<file path="src/design/mutpf_pkg.sv">
// Package: types, keyword tables and character codes for the token point finder.
`timescale 1ns / 1ps

package mutpf_pkg;

  typedef logic [7:0] byte_t;

  // Parser modes, one-hot.
  typedef enum logic [6:0] {
    MODE_OUTSIDE      = 7'b0000001,
    MODE_TAG          = 7'b0000010,
    MODE_CLOSE_TAG    = 7'b0000100,
    MODE_ATTR         = 7'b0001000,
    MODE_BEFORE_VALUE = 7'b0010000,
    MODE_QUOTED       = 7'b0100000,
    MODE_QUOTED_QUERY = 7'b1000000
  } mode_e;

  localparam byte_t CH_LT    = 8'h3C;
  localparam byte_t CH_GT    = 8'h3E;
  localparam byte_t CH_SLASH = 8'h2F;
  localparam byte_t CH_QUERY = 8'h3F;
  localparam byte_t CH_QUOTE = 8'h22;
  localparam byte_t CH_EQ    = 8'h3D;
  localparam byte_t CH_SPACE = 8'h20;
  localparam byte_t CH_TAB   = 8'h09;
  localparam byte_t CH_CR    = 8'h0D;

  localparam int unsigned KW_TEMPLATE_LEN = 15;
  localparam int unsigned KW_MEDIA_LEN    = 5;
  localparam int unsigned KW_INIT_LEN     = 14;

  typedef struct packed {
    byte_t in_byte;
  } in_item_t;

  typedef struct packed {
    byte_t      out_byte;
    logic       insert_before;
    logic       value_has_query;
    byte_t      value_last_char;
  } out_item_t;

  // Result of the parser for the byte being stepped.
  typedef struct packed {
    logic  insert_before;
    logic  value_has_query;
    byte_t value_last_char;
  } parse_res_t;

  function automatic logic is_blank(input byte_t c);
    return (c == CH_SPACE) || ((c >= CH_TAB) && (c <= CH_CR));
  endfunction

  // "SegmentTemplate"
  function automatic byte_t template_char(input logic [3:0] idx);
    byte_t ch;
    unique case (idx)
      4'd0:    ch = 8'h53;
      4'd1:    ch = 8'h65;
      4'd2:    ch = 8'h67;
      4'd3:    ch = 8'h6D;
      4'd4:    ch = 8'h65;
      4'd5:    ch = 8'h6E;
      4'd6:    ch = 8'h74;
      4'd7:    ch = 8'h54;
      4'd8:    ch = 8'h65;
      4'd9:    ch = 8'h6D;
      4'd10:   ch = 8'h70;
      4'd11:   ch = 8'h6C;
      4'd12:   ch = 8'h61;
      4'd13:   ch = 8'h74;
      4'd14:   ch = 8'h65;
      default: ch = 8'h00;
    endcase
    return ch;
  endfunction

  // "media"
  function automatic byte_t media_char(input logic [3:0] idx);
    byte_t ch;
    unique case (idx)
      4'd0:    ch = 8'h6D;
      4'd1:    ch = 8'h65;
      4'd2:    ch = 8'h64;
      4'd3:    ch = 8'h69;
      4'd4:    ch = 8'h61;
      default: ch = 8'h00;
    endcase
    return ch;
  endfunction

  // "initialization"
  function automatic byte_t init_char(input logic [3:0] idx);
    byte_t ch;
    unique case (idx)
      4'd0:    ch = 8'h69;
      4'd1:    ch = 8'h6E;
      4'd2:    ch = 8'h69;
      4'd3:    ch = 8'h74;
      4'd4:    ch = 8'h69;
      4'd5:    ch = 8'h61;
      4'd6:    ch = 8'h6C;
      4'd7:    ch = 8'h69;
      4'd8:    ch = 8'h7A;
      4'd9:    ch = 8'h61;
      4'd10:   ch = 8'h74;
      4'd11:   ch = 8'h69;
      4'd12:   ch = 8'h6F;
      4'd13:   ch = 8'h6E;
      default: ch = 8'h00;
    endcase
    return ch;
  endfunction

endpackage

</file>
<file path="src/design/mutpf_parser.sv">
// Tag and attribute parser state with incremental keyword matching.
`timescale 1ns / 1ps

module mutpf_parser
  import mutpf_pkg::*;
#(
  parameter int unsigned TAG_NAME_MAX  = 32,
  parameter int unsigned ATTR_NAME_MAX = 32
) (
  input  logic       clk_i,
  input  logic       rst_ni,
  input  logic       step_i,
  input  byte_t      byte_i,
  output parse_res_t res_o
);

  localparam int unsigned TagLenW  = $clog2(TAG_NAME_MAX + 1);
  localparam int unsigned AttrLenW = $clog2(ATTR_NAME_MAX + 1);

  mode_e               mode_q, mode_d;
  logic [TagLenW-1:0]  tag_len_q, tag_len_d;
  logic [AttrLenW-1:0] attr_len_q, attr_len_d;
  logic                tmpl_ok_q, tmpl_ok_d;
  logic                media_ok_q, media_ok_d;
  logic                init_ok_q, init_ok_d;
  byte_t               prev_q, prev_d;

  logic tag_room, attr_room, tmpl_hit, attr_hit;

  // The stored names are never kept: each keyword carries a flag that says
  // whether the name written so far is still a prefix of it.
  assign tag_room  = tag_len_q < TagLenW'(TAG_NAME_MAX);
  assign attr_room = attr_len_q < AttrLenW'(ATTR_NAME_MAX);
  assign tmpl_hit  = tmpl_ok_q && (tag_len_q == TagLenW'(KW_TEMPLATE_LEN));
  assign attr_hit  = (media_ok_q && (attr_len_q == AttrLenW'(KW_MEDIA_LEN))) ||
                     (init_ok_q && (attr_len_q == AttrLenW'(KW_INIT_LEN)));

  always_comb begin
    mode_d     = mode_q;
    tag_len_d  = tag_len_q;
    attr_len_d = attr_len_q;
    tmpl_ok_d  = tmpl_ok_q;
    media_ok_d = media_ok_q;
    init_ok_d  = init_ok_q;
    prev_d     = prev_q;
    res_o      = '0;

    unique case (mode_q)
      MODE_TAG, MODE_CLOSE_TAG: begin
        if (is_blank(byte_i)) begin
          if (tag_len_q != '0) begin
            mode_d     = MODE_ATTR;
            attr_len_d = '0;
            media_ok_d = 1'b1;
            init_ok_d  = 1'b1;
          end
        end else if (byte_i == CH_GT) begin
          mode_d = MODE_OUTSIDE;
        end else if (byte_i == CH_SLASH && tag_len_q == '0) begin
          mode_d = MODE_CLOSE_TAG;
        end else if (tag_room) begin
          tmpl_ok_d = tmpl_ok_q && (tag_len_q < TagLenW'(KW_TEMPLATE_LEN)) &&
                      (byte_i == template_char(tag_len_q[3:0]));
          tag_len_d = tag_len_q + 1'b1;
        end
      end
      MODE_ATTR: begin
        if (is_blank(byte_i)) begin
          mode_d = mode_q;
        end else if (byte_i == CH_EQ) begin
          mode_d = MODE_BEFORE_VALUE;
        end else if (byte_i == CH_GT) begin
          mode_d = MODE_OUTSIDE;
        end else if (attr_room) begin
          media_ok_d = media_ok_q && (attr_len_q < AttrLenW'(KW_MEDIA_LEN)) &&
                       (byte_i == media_char(attr_len_q[3:0]));
          init_ok_d  = init_ok_q && (attr_len_q < AttrLenW'(KW_INIT_LEN)) &&
                       (byte_i == init_char(attr_len_q[3:0]));
          attr_len_d = attr_len_q + 1'b1;
        end
      end
      MODE_BEFORE_VALUE: begin
        if (byte_i == CH_QUOTE) begin
          mode_d = MODE_QUOTED;
          prev_d = '0;
        end
      end
      MODE_QUOTED, MODE_QUOTED_QUERY: begin
        if (byte_i != CH_QUOTE) begin
          prev_d = byte_i;
          if (byte_i == CH_QUERY) begin
            mode_d = MODE_QUOTED_QUERY;
          end
        end else begin
          if (tmpl_hit && attr_hit) begin
            res_o.insert_before   = 1'b1;
            res_o.value_has_query = (mode_q == MODE_QUOTED_QUERY);
            res_o.value_last_char = prev_q;
          end
          mode_d     = MODE_ATTR;
          attr_len_d = '0;
          media_ok_d = 1'b1;
          init_ok_d  = 1'b1;
        end
      end
      default: begin
        if (byte_i == CH_LT) begin
          mode_d    = MODE_TAG;
          tag_len_d = '0;
          tmpl_ok_d = 1'b1;
        end else begin
          mode_d = MODE_OUTSIDE;
        end
      end
    endcase
  end

  always_ff @(posedge clk_i or negedge rst_ni) begin
    if (!rst_ni) begin
      mode_q     <= MODE_OUTSIDE;
      tag_len_q  <= '0;
      attr_len_q <= '0;
      tmpl_ok_q  <= 1'b1;
      media_ok_q <= 1'b1;
      init_ok_q  <= 1'b1;
      prev_q     <= '0;
    end else if (step_i) begin
      mode_q     <= mode_d;
      tag_len_q  <= tag_len_d;
      attr_len_q <= attr_len_d;
      tmpl_ok_q  <= tmpl_ok_d;
      media_ok_q <= media_ok_d;
      init_ok_q  <= init_ok_d;
      prev_q     <= prev_d;
    end
  end

endmodule

</file>
<file path="config.mk">
export PLATFORM = sky130hd
export DESIGN_NAME = mutpf_parser
export DESIGN_NICKNAME = d
export VERILOG_FILES = /design/src/design/mutpf_pkg.sv /design/src/design/mutpf_parser.sv
export SDC_FILE = /design/constraint.sdc
export NUM_CORES = 1
export LEC_CHECK = 0
export ABC_AREA = 1
export BUFFER_PORTS_ARGS = -buffer_cell sky130_fd_sc_hd__buf_2
export CORE_ASPECT_RATIO = 0.6
export CORE_MARGIN = 2
export CORE_UTILIZATION = 39
export DETAILED_ROUTE_END_ITERATION = 16
export PLACE_DENSITY_LB_ADDON = 0.3
export SLEW_MARGIN = 20
export SYNTH_ARGS = -nofsm -noshare
export SYNTH_HDL_FRONTEND = slang
export SYNTH_SLANG_ARGS = --single-unit
</file>
<file path="constraint.sdc">
create_clock -name clk_i -period 4.05 [get_ports clk_i]
set_clock_uncertainty 0.1 [all_clocks]
set_input_delay 0 -clock clk_i [delete_from_list [all_inputs] [get_ports clk_i]]
set_output_delay 0 -clock clk_i [all_outputs]
set_load 0.01 [all_outputs]
</file>
==> results by group, run 1 <==
Worst setup path
  – CP startpoint kind: flip-flop
  – Path type of the worst setup path: flip-flop to output port
  – Crit path DAT: about 2.3 ns
  – Worst Reg-to-Reg Cells: 11
  – CP delay by family, top: simple AND/OR/NAND/NOR gates
  – Worst r2r src: tag_len_q[0]
  – Data required time of the worst path: 3.95 ns
  – Worst path bufs/invs: 1
  – Worst-path cell chain: ha_1 -> nand3_1 -> nor2_1 -> nand3_1 -> nor2_1 -> nand3_1 -> nor2_1 -> buf_2
  – R2r setup slk: between 1.5 and 2 ns
  – Crit path max fanout: 9
  – Crit. End Element: output port
  – RR Endpoint: mode_q[4]
  – Largest stage delay on the critical path: 0.46 ns
  – Slowest cell on the critical path: dfrtp_1

Timing
  – Max transition margin: 51.9%
  – Final hold vios: 1
  – Min Hold Slack: -0.000307 ns
  – Worst Tran Pin Value: 0.721 ns
  – RSZ-0062 raised after global routing: no
  – Setup TNS: 0 ns
  – Fmax achieved: slightly above 0.4 GHz
  – Setup Viol. Count Final: 0
  – Final period util: 59.9%
  – Final period demand of the worst path: 2.42 ns
  – Final Max Tran Viols: 0

Cells and area
  – Area occupied by multi-input gates: 1950 um^2
  – Flip-flop and latch area: 756 um^2
  – Fin nets: 522
  – Share of cells above drive strength 1: roughly 16%
  – Finished Layout Cells: 602
  – Area grow syn2layout: 11.6%
  – Antenna diode count: 0
  – Fill count: a little under 800

Route
  – Overall routed net length: 8090 um
  – Final routed DRC violation total: 0
  – Vias: 2943
  – Initial drt markers: 356
  – Vias per inst: 4.89
  – DRT antenna net count: 0
  – Wire per inst: around 13 um
  – DRT Pass-1 Iters: 5

Die
  – Site Rows: 24
  – I/O pins: 21
  – Die area: 8450 um^2
  – Initial Utilization: 40.9%
  – Core area: 7360 um^2
  – Height of the chip: 72.0 um
  – Die Wd: 117 um

Clock tree
  – Htree depth: 2
  – TritonCTS clock tree: built
  – Post-CTS Resized: 0
  – Clock transition at path regs: 0.05 ns
  – Clock tree buffer depth: 2
  – Clk sinks: 30
  – Clk_lat worst skew: 0.28 ns
  – Root Driver: clkbuf_16
  – Num CTS Buffers: 5

Placed design
  – DP HPWL: 6210 um
  – DP Cell Count: 588
  – IO Port Bufs: 20
  – Gpl congestion: 0.946

Synthesis
  – FF+latch count, synth: 30
  – Syn Nets: 499
  – Main flop type after synthesis: dfrtp_1
  – Syn Area/Cell: 6.34 um^2
  – Sequential area share after synthesis: around 25%
  – Async SR Flop Fraction: 100%
  – Mapped Area: 3010 um^2
  – Yosys cell types: 35
  – Cells after Synth: 474
  – Synthesis Warnings: 0
  – EDFF count, synth: 0

Power
  – Pwr dens: 223 nW/um^2
  – Max VDD drop: 0.121 mV
  – LEAKAGE: 1.68 nW
  – Design Power: about 0.75 mW

Min path
  – Hold Startpoint: byte_i[0]
  – Hold depth: 3
  – Hold EP: prev_q[0]
  – Min-delay worst type: primary input to flip-flop

GRT
  – First-pass GRT wire length: 13400 um
  – GRT Total Usage: 20.1%
  – Antenna violations before repair: 0
  – Gr ovfl total: 0
  – Vias in the first global route: 2651
  – Pin count of the biggest net entering global routing: 31

Outcome
  – Status: finished with violations
  – Failing checks: negative hold slack

Run
  – Number of max-cap violations: 0
[cell type report]
class,count,share of cell area (%)
Clock buffer,8,4.07
Inverter,59,6.68
Multi-Input combinational cell,375,58.1
Sequential cell,30,22.5
Tap cell,104,3.88
Timing Repair Buffer,26,4.77
[worst min-delay path, cell delays in order]
cell and delay (ns):
buf_2 0.16, nand3_1 0.09, o21ai_0 0.07
[cell usage in the layout, fill, tap and decap left out, drive strengths merged, types with 7 or more instances in the layout]
| cell type | netlist | final |
|---|---|---|
| nand2 | 165 | 165 |
| nor2 | 81 | 81 |
| nand3 | 61 | 61 |
| inv | 59 | 59 |
| dfrtp | 26 | 26 |
| buf | 10 | 20 |
| o21ai | 19 | 19 |
| ha | 14 | 14 |
| nand4 | 8 | 8 |
| clkbuf | 0 | 8 |
| xor2 | 7 | 7 |
[metal layers]
layer  global-route usage, %  vias to the layer above  wire length [um]
met4                    4.55                        0                63
met2                    27.7                       98              3070
met5                       0                        -                 0
li1                        -                     1538                 -
met1                    31.8                     1302              4380
met3                    3.93                        5               575
[worst max path at each step]
stage / from / cells after the start / to
final: tag_len_q[1] / 8 / res_o[2]
after global routing: tag_len_q[0] / 8 / res_o[2]
after CTS: tag_len_q[1] / 8 / res_o[2]
after detailed placement: tag_len_q[1] / 8 / res_o[2]
after global placement: tag_len_q[0] / 11 / mode_q[1]
after floorplan: tag_len_q[0] / 11 / mode_q[6]
[power breakdown]
| part | leakage (nW) | internal (mW) | total, mW | switching (mW) |
|---|---|---|---|---|
| clock network | 0.0652 | 0.228 | 0.362 | 0.134 |
| logic | 1.23 | 0.0233 | 0.0738 | 0.0505 |
| registers | 0.387 | 0.309 | 0.312 | 0.00330 |
[registers in the layout, summed over array words and instances, names as in the netlist]
| signal | count |
|---|---|
| prev_q | 8 |
| mode_q | 7 |
| attr_len_q | 6 |
| tag_len_q | 6 |
| init_ok_q | 1 |
| media_ok_q | 1 |
| tmpl_ok_q | 1 |
[per-stage QoR]
step           hold WS [ns]  util, %  instance area [um^2]  worst slack, ns
3_3_place_gp        0.00556     42.9                  3160             1.92
6_report          -0.000307     45.6                  3350             1.63
5_1_grt              0.0376     45.6                  3350             1.42
3_5_place_dp       0.000171     42.9                  3160             1.92
4_1_cts            0.000900     45.6                  3350             1.60
2_1_floorplan        -0.396        -                  3010             2.19
[synthesized netlist by cell type (7+ instances only)]
| library cell | count | share of area, % |
|---|---|---|
| nand4_1 | 8 | 1.7 |
| nand2_1 | 151 | 19 |
| ha_1 | 14 | 5.8 |
| inv_2 | 7 | 0.87 |
| nor2_2 | 10 | 2.1 |
| xor2_1 | 7 | 2.0 |
| o21ai_0 | 16 | 2.7 |
| inv_1 | 51 | 6.4 |
| dfrtp_1 | 26 | 22 |
| nand2_2 | 11 | 2.3 |
| nand3_1 | 56 | 9.3 |
| nor2_1 | 64 | 8.0 |
[cell families (layout without fill, tap and decap cells)]
| group | Yosys count | count (layout) | synth area share [%] |
|---|---|---|---|
| simple gates | 329 | 329 | 51.6 |
| xor+xnor | 7 | 7 | 2.04 |
| compound gates | 25 | 25 | 5.37 |
| buf+inv | 69 | 93 | 10.0 |
| fa+ha+maj | 14 | 14 | 5.83 |
| flops | 30 | 30 | 25.1 |
[what timing repair did]
action	CTS	global route
hold buffers	6	0
hold endpoints to repair	31	0
setup buffers	0	0
(Power assumes the default switching activity.)
==> run 2: changes to the inputs <==
- clock period: 4.05 -> 2.5 ns (I/O delays scaled with it)
==> run 2 against run 1 <==
The run now ends clean. Count of clock-buffer cells in the layout stayed put. Clock power is 81% higher. Routed wire length is 4.7% lower. Largest power group unchanged. Critical endpoint is now res_o[7]. Register-to-register slack worse by 1.5 ns. Worst setup slack worse by 1.3 ns. Sequential power is 62% higher. Highest routed layer unchanged. Sequential share of layout area is 0.27 points lower.
==> results by group, run 2 (synthesis results as in run 1) <==
Cells and area
  – Share of cells above drive strength 1: 17.4% (+1.4 points)
  – Area grow syn2layout: 13.2%
  – Fill count: 776 (+0.91%)
  – Max reg flops: 8 (unchanged)
  – Most common cell after layout, fill and taps aside: nand2_1
  – Finished Layout Cells: 603 (+0.17%)
  – Antenna diode count: 0 (unchanged)
  – Most frequent cells in the layout: 151 x nand2_1, 63 x nor2_1, 55 x nand3_1
  – Fin nets: 523 (+0.19%)
  – Top Registers: prev_q x8, mode_q x7
  – Most flop-heavy register: prev_q

Die
  – Die area: 8450 um^2 (unchanged)
  – Site Rows: 24 (unchanged)
  – Height of the chip: 72.0 um (unchanged)
  – I/O pins: 21 (unchanged)
  – Die Wd: 117 um (unchanged)
  – Initial Utilization: 40.9% (unchanged)
  – Core area: 7360 um^2 (unchanged)

Clock tree
  – TritonCTS clock tree: built
  – Clock transition at path regs: 0.05 ns (about the same)
  – Num CTS Buffers: 5 (unchanged)
  – Root Driver: clkbuf_16
  – Clock tree buffer depth: 2 (unchanged)
  – Htree depth: 2 (unchanged)
  – Clk sinks: 30 (unchanged)
  – Postcts setup bufs: 0 (unchanged)
  – Clk_lat worst skew: 0.27 ns (about the same)

GRT
  – GRT Total Usage: 19.8% (-0.32 points)
  – Pin count of the biggest net entering global routing: 31 (unchanged)
  – Antenna violations before repair: 0 (unchanged)
  – Vias in the first global route: 2700 (+1.8%)
  – Gr ovfl total: 0 (unchanged)
  – First-pass GRT wire length: 13400 um (-0.42%)

Worst setup path
  – CP startpoint kind: flip-flop
  – Crit. End Element: output port
  – Crit path DAT: 2.10 ns (-0.22 ns)
  – Path type of the worst setup path: flip-flop to output port
  – Data required time of the worst path: 2.40 ns (-1.55 ns)
  – Worst Reg-to-Reg Cells: 11 (unchanged)
  – Crit path max fanout: 9 (unchanged)

Power
  – LEAKAGE: 1.70 nW (+1.3%)
  – Pwr dens: 377 nW/um^2 (+69%)
  – Switching power total: 0.294 mW (+57%)
  – Comb power frac: 9.3% (-0.6 points)
  – Max VDD drop: 0.222 mV (+83%)
  – Sequential power share: 39.5% (-2.3 points)
  – Design Power: 1.28 mW (+71%)
  – Sw Share: 22.9% (-2.1 points)
  – Clk pwr share: 51.2% (+2.8 points)
  – Internal power: 0.988 mW (+76%)

Timing
  – RSZ-0062 raised after global routing: no
  – Final period demand of the worst path: 2.20 ns
  – Worst Tran Pin Value: 0.725 ns (+0.00352 ns)
  – Setup TNS: 0 ns (unchanged)
  – Max transition margin: 51.7% (-0.23 points)
  – Final Max Tran Viols: 0 (unchanged)
  – Setup ws final: 0.300 ns (-1.33 ns)
  – Final period util: 88.0%
  – Final hold vios: 0 (-1)
  – Fmax achieved: 0.455 GHz
  – Setup Viol. Count Final: 0 (unchanged)

Placed design
  – IO Port Bufs: 20 (unchanged)
  – Dpl ws: 0.396 ns (-1.52 ns)
  – DP Cell Count: 589 (+0.17%)
  – DP HPWL: 5990 um (-3.4%)
  – Gpl congestion: 0.924 (-2.3%)

Route
  – Initial drt markers: 311 (-13%)
  – Wire per inst: 12.8 um (-4.8%)
  – Final routed DRC violation total: 0 (unchanged)
  – Vias per inst: 4.95 (+1.2%)
  – Vias: 2983 (+1.4%)
  – DRT Pass-1 Iters: 5 (unchanged)
  – Overall routed net length: 7710 um (-4.7%)
  – DRT antenna net count: 0 (unchanged)

Min path
  – Min-delay worst type: primary input to flip-flop
  – Hold depth: 3 (unchanged)

Outcome
  – Status: finished clean

Run
  – Number of max-cap violations: 0 (unchanged)
[run 2: critical path, cell delays in order, from the launching register on]
cell	delay [ns]
dfrtp_1	0.44
ha_1	0.26
nand3_1	0.14
nor2_1	0.18
nand3_1	0.14
nor2_2	0.16
nand3_2	0.20
nor2_1	0.16
buf_2	0.15
[run 2: power groups by stage]
stage / clock network (mW) / logic [mW] / registers [mW]
finish: 0.657 / 0.119 / 0.506
global route: 0.697 / 0.135 / 0.507
CTS: 0.678 / 0.119 / 0.506
detailed placement: 0 / 0.111 / 0.514
global placement: 0 / 0.111 / 0.514
floorplan: 0 / 0.0727 / 0.512
[run 2: worst paths after layout]
kind | from | end | slack [ns]
setup / recovery | tag_len_q[1] | res_o[7] | 0.30
hold / removal | byte_i[4] | prev_q[4] | 0.009
setup reg to reg | tag_len_q[0] | mode_q[4] | 0.40
hold reg to reg | tmpl_ok_q | tmpl_ok_q | 0.38
max in group asynchronous | rst_ni | tag_len_q[0] | 1.57
min in group asynchronous | rst_ni | attr_len_q[1] | 0.21
[run 2: what timing repair did]
action | 4_1_cts | 5_1_grt
endpoints found under the hold margin | 32 | 0
resized for setup | 0 | 3
endpoints found under the setup margin | 0 | 9
hold buffers | 6 | 0
[run 2: stage by stage]
| step | hold slack (ns) | cell area, um^2 | util (%) |
|---|---|---|---|
| floorplan | -0.396 | 3010 | - |
| global placement | -0.0150 | 3170 | 43.0 |
| detailed placement | -0.00811 | 3170 | 43.0 |
| CTS | 0.00252 | 3390 | 46.1 |
| global route | 0.0405 | 3400 | 46.2 |
| finish | 0.00941 | 3400 | 46.2 |
[run 2: area by class of cell]
cell class	instances	area, um^2	area share (%)
clock buffer	8	166	4.89
inverter	59	224	6.59
multi-input combinational	375	1960	57.5
sequential	30	757	22.3
tap	104	130	3.83
timing repair buffer	27	168	4.93
[run 2: per-layer routing]
metal,global-route usage [%],vias up,wire length (um)
li1,-,1534,-
met5,0,-,0
met1,29.8,1328,4030
met2,28.1,109,2910
met4,5.09,0,109
met3,4.87,12,658
